--- config.mk ---
export PLATFORM = sky130hd
export DESIGN_NAME = cmt_front
export DESIGN_NICKNAME = d
export VERILOG_FILES = /design/src/rtl/cmt_pkg.sv /design/src/rtl/cmt_front.sv
export SDC_FILE = /design/constraint.sdc
export NUM_CORES = 1
export LEC_CHECK = 0
export ABC_AREA = 1
export BUFFER_PORTS_ARGS = -buffer_cell sky130_fd_sc_hd__buf_4
export CORE_ASPECT_RATIO = 0.5
export CORE_UTILIZATION = 48
export CTS_CLUSTER_SIZE = 28
export DETAILED_ROUTE_END_ITERATION = 16
export PLACE_DENSITY_LB_ADDON = 0.25
export SYNTH_ARGS = -nofsm -noshare
export SYNTH_HDL_FRONTEND = slang
export SYNTH_SLANG_ARGS = --single-unit
--- constraint.sdc ---
create_clock -name clk -period 2.3 [get_ports clk]
set_input_delay 0.345 -clock clk [delete_from_list [all_inputs] [get_ports clk]]
set_output_delay 0.345 -clock clk [all_outputs]
set_load 0.02 [all_outputs]
--- src/rtl/cmt_pkg.sv ---
`timescale 1ns / 1ps
`default_nettype none
package cmt_pkg;

    // Q30 value of pi.
    localparam logic [31:0] PI_Q30 = 32'd3373259426;

    // Slice request passed from the front end to the back end.
    typedef struct packed {
        logic [8:0] index;
        logic       emit_rim;
        logic       emit_tris;
        logic       emit_caps;
    } slice_req_t;

    // One result record.
    typedef struct packed {
        logic        kind;
        logic [9:0]  vnum;
        logic [31:0] px;
        logic [31:0] py;
        logic [31:0] pz;
        logic [9:0]  ca;
        logic [9:0]  cb;
        logic [9:0]  cc;
        logic        last;
    } record_t;

    // Signed 33-bit sum saturated to 32 bits.
    function automatic logic [31:0] sat33(input logic signed [32:0] v);
        if (v > 33'sd2147483647) return 32'h7FFF_FFFF;
        if (v < -33'sd2147483648) return 32'h8000_0000;
        return v[31:0];
    endfunction

endpackage
`default_nettype wire

--- src/rtl/cmt_front.sv ---
`timescale 1ns / 1ps
`default_nettype none
// Front end: accepts a slice index, drops indexes above the count and
// queues the rest in a two-entry request queue.
module cmt_front #(
    parameter int MAX_DIVISIONS = 256
) (
    input  wire logic              clk,
    input  wire logic              rst_n,
    input  wire logic              start,
    output logic                   busy,
    input  wire logic [8:0]        division_index,
    input  wire logic [8:0]        div_count,
    output cmt_pkg::slice_req_t    req,
    output logic                   req_valid,
    input  wire logic              req_take
);
    cmt_pkg::slice_req_t q_reg [2];
    logic [1:0] cnt_reg, cnt_next;
    cmt_pkg::slice_req_t incoming;
    logic push, keep;

    // Classify the incoming index.
    always_comb
    begin
        incoming.index     = division_index;
        incoming.emit_rim  = ({1'b0, division_index} <= {1'b0, div_count});
        incoming.emit_tris = (division_index < div_count);
        incoming.emit_caps = (division_index == 9'd0);
    end

    assign busy      = (cnt_reg == 2'd2);
    assign push      = start && !busy;
    assign keep      = incoming.emit_rim;
    assign req       = q_reg[0];
    assign req_valid = (cnt_reg != 2'd0);

    always_comb
    begin
        cnt_next = cnt_reg;
        if (req_take) cnt_next = cnt_next - 2'd1;
        if (push && keep) cnt_next = cnt_next + 2'd1;
    end

    always_ff @(posedge clk or negedge rst_n)
    begin
        if (!rst_n)
        begin
            cnt_reg <= 2'd0;
        end
        else
        begin
            cnt_reg <= cnt_next;
        end
    end

    // Queue storage, shifted on take.
    always_ff @(posedge clk)
    begin
        if (req_take)
        begin
            q_reg[0] <= q_reg[1];
            if (push && keep)
            begin
                if (cnt_reg == 2'd1) q_reg[0] <= incoming;
                else q_reg[1] <= incoming;
            end
        end
        else if (push && keep)
        begin
            if (cnt_reg == 2'd0) q_reg[0] <= incoming;
            else q_reg[1] <= incoming;
        end
    end

    assert property (@(posedge clk) disable iff (!rst_n) req_take |-> req_valid)
        else $error("take from empty queue");
    assert property (@(posedge clk) disable iff (!rst_n) cnt_reg != 2'd3)
        else $error("queue count overflow");
    assert property (@(posedge clk) disable iff (!rst_n) req_valid |-> req.emit_rim)
        else $error("dropped slice reached the queue");

endmodule
`default_nettype wire

==> results of run 1 <==
-- power groups by stage --
stage,registers (µW),logic [µW],clock network [µW]
final,669,555,381
after global routing,677,621,405
after CTS,670,562,386
after detailed placement,682,560,0
after global placement,675,549,0
after floorplan,672,429,0
-- synthesized netlist by cell type (2+ instances only) --
cell type / number
nor2_1: 7
dfrtp_1: 2
nand3_1: 2
nand2_1: 41
nand3b_1: 2
edfxtp_1: 24
buf_6: 2
nand2_2: 2
a21oi_1: 2
buf_4: 13
ha_1: 12
nand4_1: 13
inv_1: 22
-- critical path, cell delays in order --
cell and delay [ns]:
buf_4 0.13, ha_1 0.31, nand2_2 0.08, inv_1 0.05
a21oi_2 0.13, nand3_2 0.12, nand2_4 0.13, buf_4 0.18
nand3_4 0.15, nand2_1 0.10, nand2_1 0.07
-- how the worst max path moves through the flow --
stage,depth (start not counted),slack (ns),end,start
4_1_cts,11,0.51,q_reg[0][10],division_index[8]
2_1_floorplan,5,0.03,q_reg[0][12],cnt_reg[0]
3_5_place_dp,11,0.21,q_reg[0][10],division_index[8]
6_report,11,0.52,q_reg[0][10],division_index[8]
5_1_grt,10,0.39,q_reg[0][10],division_index[4]
3_3_place_gp,11,0.26,q_reg[0][10],division_index[8]
-- through the flow --
step | power (µW) | setup WS, ns | hold slack (ns) | utilization | std cells
after floorplan | 1101 | 0.03299 | 0.04941 | - | 154
after global placement | 1224 | 0.2631 | 0.1283 | 0.6194 | 214
after detailed placement | 1242 | 0.2129 | 0.1293 | 0.6194 | 214
after CTS | 1619 | 0.5122 | 0.2697 | 0.6485 | 219
after global routing | 1703 | 0.3870 | 0.2682 | 0.6485 | 219
final | 1605 | 0.5222 | 0.2762 | 0.6485 | 219
-- cell usage in the layout, fill, tap and decap left out --
cell type       n
nand3_4         1
xor2_1          1
nand2_1        41
bufinv_16       1
buf_4          39
clkbuf_8        3
nand2_2         2
o21a_1          1
a21oi_2         1
nand3_2         1
ha_1           12
nor2_2          1
a21oi_1         2
dfrtp_1         2
nand3b_1        2
nand2_4         1
dlygate4sd3_1   1
nand4_1        13
nand3_1         2
inv_1          22
nor2_1          7
o21ai_1         1
edfxtp_1       24
or2_2           1
-- area by class of cell --
type,instances,area (µm²)
multi-input combinational,90,540.5
fill,225,983.4
inverter,22,82.58
timing repair buffer,40,302.8
clock buffer,3,41.29
clock inverter,1,30.03
sequential,26,770.7
tap,37,46.29
-- what timing repair did --
action                                 in CTS  in global routing
resized for setup                           0                  0
endpoints found under the hold margin       2                  0
hold buffers                                1                  0
-- per-layer routing --
metal,global-route usage,routed length [µm],up-vias
met4,0.06429,45,0
met3,0.05275,148,4
met5,0,0,-
met2,0.2550,1150,32
li1,-,-,557
met1,0.2440,1311,473
-- kinds of logic after synthesis --
| logic type | after synthesis |
|---|---|
| compound gates | 5 |
| xor+xnor | 1 |
| fa+ha+maj | 12 |
| buf+inv | 38 |
| flops | 26 |
| simple gates | 72 |
==> impl_metrics.toml, run 1 <==
[outcome]
status = "finished, final reports clean"

[drt]
wl_um = 2656
vias = 1066
drc_errors = 0
via_per_inst = 4.868
detail-route-antenna-nets = 0
drt-pass1-iter-count = 4
drt_iter0_markers = 71
wl_per_cell_um = 12.13

[hold_path]
whs_endpoint = "q_reg[0][19]"
whs_path_depth = 1
hold_start = "division_index[4]"
min_path_type = "in2reg"

[setup_path]
cp.arrival_ns = 1.81
crit_fanout = 12
worstSetupPathType = "in2reg"
r2r_end = "q_reg[0][19]"
ff2ff_setup_slack_ns = 0.57
endpoint_kind = "flop"
reg2reg_from = "cnt_reg[0]"
required_ns = 2.33
start_kind = "input port"
reg2regPathDepth = 4

[sta]
max_freq_ghz = 0.5625
setup_viol_count_final = 0
tns_ns = 0
worst_pin_slew_ns = 0.2910
finalHoldViolCount = 0
maxSlewViolCount = 0
relSlewSlack = 0.8053
fin_worst_skew_ns = 0.001946
period_minus_slack_ns = 1.778
finalCritPeriodShare = 0.7729
rsz0062_at_grt = "no"

[clock_tree]
cts_sinks = 26
htreeDepth = 1
root_buffer = "clkbuf_8"
clkLatencyLatePin_ns = 0.27
postCtsSetupBuffers = 0
cts_buffer_depth = 2
cts_buffers = 3
cts_tree = "done"
path_clk_slew_ns = 0.09

[floorplan]
chipWidth_um = 81.56
rows = 13
dieArea_um2 = 3407
io_pins = 36
start_util = 0.5429
coreArea_um2 = 2798
die_y_um = 41.78

[cells_and_area]
insertedDiodeCount = 0
final_area_um2 = 1814
largest_reg_flops = 24
final_nets = 217
syn_to_final_growth_pct = 19.44
layout-drive-gt1-share = 0.2802

[synth]
yosys.area.top_type = "edfxtp_1"
synthTopCellsByArea = "edfxtp_1, nand2_1, ha_1, buf_4, inv_1"
avgSynthCellArea_um2 = 9.863
synth_simple_gate_area_frac = 0.2306
synthCells = 154
yosys.area.top_type_share = 0.4745
ys_types = 23
synth_top_flop_cell = "edfxtp_1"
synth_mux_area_frac = 0
ys_warn_count = 0
synth_compound_area_frac = 0.02059
async_flop_share = 0.07692
yosysSeqAreaShare = 0.5074
synthesis.nets = 188
synth_edf_count = 24
syn_area_um2 = 1519
synth-seq-cells = 26
synthAdderAreaFrac = 0.09885
synth-xor-area-share = 0.005766
synth_top_family_by_area = "simple AND/OR/NAND/NOR gates"

[global_route]
first_global_vias = 914
grt_use_total = 0.1750
grt_pass1_wl_um = 4278
gr-total-overflow = 0
antenna_found_initial = 0
grt_max_degree = 16

[power_and_ir_drop]
switching_share = 0.3251
pwr-share-comb = 0.346
leakagePower_uw = 0.0008902
p_int_uw = 1083
clkPwrFrac = 0.237
p_switching_uw = 521.8
seqPwrFrac = 0.417
power.density_nw_per_um2 = 884.7
vdd_ir_drop_max_mv = 0.3815

[place]
post_dp_cell_area_um2 = 1733
dp_hpwl_um = 2066
io_buffers = 35
place_congestion = 0.8457

[flow_run]
maxCapViolations = 0
No activity file was read; power rests on OpenSTA's default activity.
==> run 2, diff against run 1 <==
==> constraint.sdc (replaced) <==
create_clock -name clk -period 1.6 [get_ports clk]
set_input_delay 0.24 -clock clk [delete_from_list [all_inputs] [get_ports clk]]
set_output_delay 0.24 -clock clk [all_outputs]
set_load 0.02 [all_outputs]
==> run 2 against run 1 <==
  * The run now ends with setup timing left
  * Sequential power rose by 45%
  * First-iteration DRC count rose by 99%
  * Clock skew barely moved
  * Die area did not move
  * Final cell count rose by 11%
  * Setup slack got worse by 0.53 ns
  * Core utilization rose by 15 points
  * Clock-buffer cell count did not move
  * Non-clock buffer count rose by 23
  * Global-route usage rose by 7.8 points
  * Critical path type is now reg2reg
  * Critical endpoint is now q_reg[0][4]
  * Largest cell class unchanged
==> impl_metrics.toml, run 2 (synthesized netlist as in run 1, its figures left out) <==
[place]
dp_hpwl_um = 2756
dp_cells = 229
io_buffers = 35
place_congestion = 0.8088

[floorplan]
start_util = 0.5429
io_pins = 36
dieArea_um2 = 3407
rows = 13
coreArea_um2 = 2798
die_y_um = 41.78
chipWidth_um = 81.56

[cells_and_area]
insertedDiodeCount = 0
largest_reg_flops = 24
layout-drive-gt1-share = 0.4951
final_nets = 241
fin_cells = 243
syn_to_final_growth_pct = 47.20
final_cell_mix = "buf_4, nand2_1, edfxtp_1"
fin_util = 0.7992
layout_commonest_cell = "buf_4"

[setup_path]
reg2reg_from = "cnt_reg[0]"
worstSetupPathType = "reg2reg"
required_ns = 1.61
endpoint_kind = "flop"
start_kind = "flop"
crit_fanout = 12
crit_path_start = "cnt_reg[0]"
cp.arrival_ns = 1.61

[sta]
timing.hold.ws_ns = 0.2706
setup_slack_ns = -0.003898
maxSlewViolCount = 0
fin_worst_skew_ns = 0.001720
finalCritPeriodShare = 1.002
max_freq_ghz = 0.6235
setup_viol_count_final = 12
relSlewSlack = 0.7744
worst_pin_slew_ns = 0.3373
tns_ns = -0.03302
period_minus_slack_ns = 1.604
rsz0062_at_grt = "yes"
finalHoldViolCount = 0

[power_and_ir_drop]
p_total_uw = 2750
power.density_nw_per_um2 = 1230
leakagePower_uw = 0.001028
vdd_ir_drop_max_mv = 0.9224

[clock_tree]
root_buffer = "clkbuf_8"
cts_sinks = 26
clkLatencyLatePin_ns = 0.28
cts_tree = "done"
cts_buffers = 3
htreeDepth = 1
path_clk_slew_ns = 0.09
cts_buffer_depth = 2

[global_route]
first_global_vias = 1243
gr-total-overflow = 0
grt_max_degree = 16
antenna_found_initial = 0
grt_pass1_wl_um = 6113
grt_use_total = 0.2531

[drt]
detail-route-antenna-nets = 0
wl_um = 4349
drt_iter0_markers = 141
via_per_inst = 5.523
drc_errors = 0
vias = 1342
wl_per_cell_um = 17.90
drt-pass1-iter-count = 4

[flow_run]
maxCapViolations = 0

[outcome]
status = "finished, violations left"
violations = "setup timing"

[hold_path]
min_path_type = "in2async"
run 2: cell types whose count changed in the layout (fill, tap and decap cells not counted), moves of 3 or more:
cell / previous run / this run
ha_4: 0 / 8
inv_4: 0 / 3
nand2_1: 41 / 37
buf_12: 0 / 4
inv_1: 22 / 13
buf_4: 39 / 58
inv_2: 0 / 5
ha_1: 12 / 3
run 2: what timing repair did:
action	4_1_cts	5_1_grt
pin swaps	1	3
buffers inserted	3	5
setup endpoints to repair	12	34
hold buffers	1	0
cloned	0	1
gates resized for setup	0	3
endpoints found under the hold margin	2	0
run 2: path summary, 6_finish.rpt:
check / end / slack [ns] / cells past startpoint
min in group clk: q_reg[0][20] / 0.27 / 2
hold reg to reg: q_reg[0][10] / 0.54 / 2
setup / recovery: q_reg[0][4] / -0.004 / 6
setup reg to reg: q_reg[0][4] / -0.004 / 6
max in group asynchronous: cnt_reg[1] / 1.24 / 2
hold / removal: cnt_reg[0] / 0.27 / 2
run 2: critical path, cell delays in order (launching register included):
cell     delay [ns]
dfrtp_1        0.39
inv_1          0.09
ha_2           0.22
nor2_4         0.17
nand2_4        0.10
o21ai_4        0.19
buf_12         0.16
run 2: power breakdown:
group	internal, µW	total (µW)	switching [µW]
sequential	912	969	56.5
combinational	536	1220	683
clock	336	563	227
run 2: cell type report:
class / count / area, µm²
flip-flops and latches: 26 / 770.7
multi-input cells: 91 / 719.4
fillers: 155 / 561.8
repair buffers: 63 / 525.5
inverters: 22 / 102.6
well taps: 37 / 46.29
clock buffers: 3 / 41.29
clock inverters: 1 / 30.03
run 2: per-stage QoR:
step	worst slack [ns]	area (µm²)
floorplan	-0.08325	1699
global placement	-0.2033	2057
detailed placement	-0.2675	2057
CTS	0.01278	2173
global route	-0.05435	2236
finish	-0.003898	2236
run 2: routing by layer:
| layer | vias up | GRT usage | wire length (µm) |
|---|---|---|---|
| li1 | 603 | - | - |
| met1 | 624 | 0.3021 | 1648 |
| met2 | 93 | 0.4267 | 2150 |
| met3 | 22 | 0.06374 | 357 |
| met4 | 0 | 0.1179 | 193 |
| met5 | - | 0 | 0 |
==> run 3, diff against run 2 <==
--- a/config.mk
+++ b/config.mk
@@ -8,6 +8,7 @@
 export ABC_AREA = 1
 export BUFFER_PORTS_ARGS = -buffer_cell sky130_fd_sc_hd__buf_4
 export CORE_ASPECT_RATIO = 0.5
+export CORE_MARGIN = 2
 export CORE_UTILIZATION = 48
 export CTS_CLUSTER_SIZE = 28
 export DETAILED_ROUTE_END_ITERATION = 16
==> run 3 against run 2 <==
  * Sequential power fell by 0.8%
  * The run now ends clean
  * Clock skew fell by 0.00098 ns
  * Sequential share of layout area rose by 0.73 points
  * Register-to-register slack improved by 0.06 ns
  * Highest routed layer unchanged
  * Design area fell by 2.1%
  * Global-route usage fell by 6.6 points
  * Clock power fell by 3.6%
==> impl_metrics.toml, run 3 (synthesized netlist as in run 1, its figures left out) <==
[floorplan]
start_util = 0.5042
chipWidth_um = 83.56
coreArea_um2 = 3013
io_pins = 36
dieArea_um2 = 3658
rows = 14
die_y_um = 43.78

[clock_tree]
cts_sinks = 26
clkLatencyLatePin_ns = 0.27
cts_buffers = 3
path_clk_slew_ns = 0.09
root_buffer = "clkbuf_8"
cts_buffer_depth = 2
htreeDepth = 1
cts_tree = "done"

[cells_and_area]
final_area_um2 = 2190
final_nets = 236
fin_util = 0.7267
layout_commonest_cell = "buf_4"
fillers = 204
layout-drive-gt1-share = 0.4726
insertedDiodeCount = 0
final_cell_mix = "buf_4, nand2_1, edfxtp_1"
largest_reg_flops = 24
syn_to_final_growth_pct = 44.15

[sta]
relSlewSlack = 0.8043
worst_pin_slew_ns = 0.2925
finalCritPeriodShare = 0.9653
setup_viol_count_final = 0
fin_worst_skew_ns = 0.0007352
period_minus_slack_ns = 1.545
tns_ns = 0
finalHoldViolCount = 0
max_freq_ghz = 0.6475
maxSlewViolCount = 0

[setup_path]
ff2ff_setup_slack_ns = 0.06
reg2regPathDepth = 5
cp.arrival_ns = 1.54
reg2reg_from = "cnt_reg[1]"
crit_fanout = 12
r2r_end = "q_reg[0][15]"
worstSetupPathType = "reg2reg"
endpoint_kind = "flop"
required_ns = 1.59
start_kind = "flop"

[drt]
vias = 1220
wl_per_cell_um = 13.99
drt-pass1-iter-count = 4
drc_errors = 0
via_per_inst = 5.062
detail-route-antenna-nets = 0
drt_iter0_markers = 154
wl_um = 3372

[place]
dp_hpwl_um = 2440
io_buffers = 35
place_congestion = 0.7975
post_dp_cell_area_um2 = 2061

[power_and_ir_drop]
power.density_nw_per_um2 = 1181
vdd_ir_drop_max_mv = 0.6712
leakagePower_uw = 0.001008
p_total_uw = 2586

[global_route]
grt_use_total = 0.1871
gr-total-overflow = 0
grt_pass1_wl_um = 5244
antenna_found_initial = 0
grt_max_degree = 16
first_global_vias = 1156

[flow_run]
maxCapViolations = 0

[hold_path]
min_path_type = "in2async"

[outcome]
status = "finished, final reports clean"
run 3: what timing repair did:
item	CTS	global route
buffers inserted	0	3
gates resized for setup	0	4
hold buffers	1	0
setup endpoints to repair	0	21
hold endpoints to repair	2	0
run 3: per-layer routing:
metal	global-route usage	vias up	wire, µm
li1	-	598	-
met1	0.2412	561	1396
met2	0.3339	57	1682
met3	0.02476	4	249
met4	0.07097	0	44
met5	0	-	0
run 3: per-stage QoR:
step                      std cells  setup slack, ns  hold WS (ns)
after floorplan                 154         -0.08325      -0.05559
after global routing            241         -0.01112        0.2741
after global placement          232          -0.1954       0.02147
after detailed placement        232          -0.2501       0.02418
after CTS                       237          0.02042        0.2746
final                           241          0.05548        0.2787
run 3: worst max path at each step:
| stage | start | to | slack, ns | depth (start not counted) |
|---|---|---|---|---|
| 2_1_floorplan | div_count[6] | q_reg[0][0] | -0.08 | 9 |
| 3_3_place_gp | div_count[6] | q_reg[0][2] | -0.20 | 11 |
| 3_5_place_dp | div_count[6] | q_reg[0][7] | -0.25 | 11 |
| 4_1_cts | cnt_reg[0] | q_reg[0][2] | 0.02 | 6 |
| 5_1_grt | cnt_reg[0] | q_reg[0][7] | -0.01 | 6 |
| 6_report | cnt_reg[1] | q_reg[0][15] | 0.06 | 5 |
run 3: power by group:
| group | leakage, µW | switching, µW | total [µW] | internal (µW) |
|---|---|---|---|---|
| registers | 0.000255 | 49.3 | 961 | 912 |
| clock network | 0.0000357 | 208 | 543 | 335 |
| logic | 0.000718 | 607 | 1080 | 475 |
run 3: cell type report:
type,instances,area (µm²),area share
Sequential cell,26,770.7,0.3520
Tap cell,40,50.05,0.02286
Timing Repair Buffer,58,483.0,0.2206
Clock inverter,1,30.03,0.01371
Multi-Input combinational cell,91,711.9,0.3251
Inverter,22,102.6,0.04686
Clock buffer,3,41.29,0.01886
run 3: worst max-delay path: stages (launching register included):
cell and delay [ns]:
dfrtp_1 0.38, inv_1 0.07, ha_1 0.19, or2_4 0.29, a21oi_4 0.19, buf_12 0.15
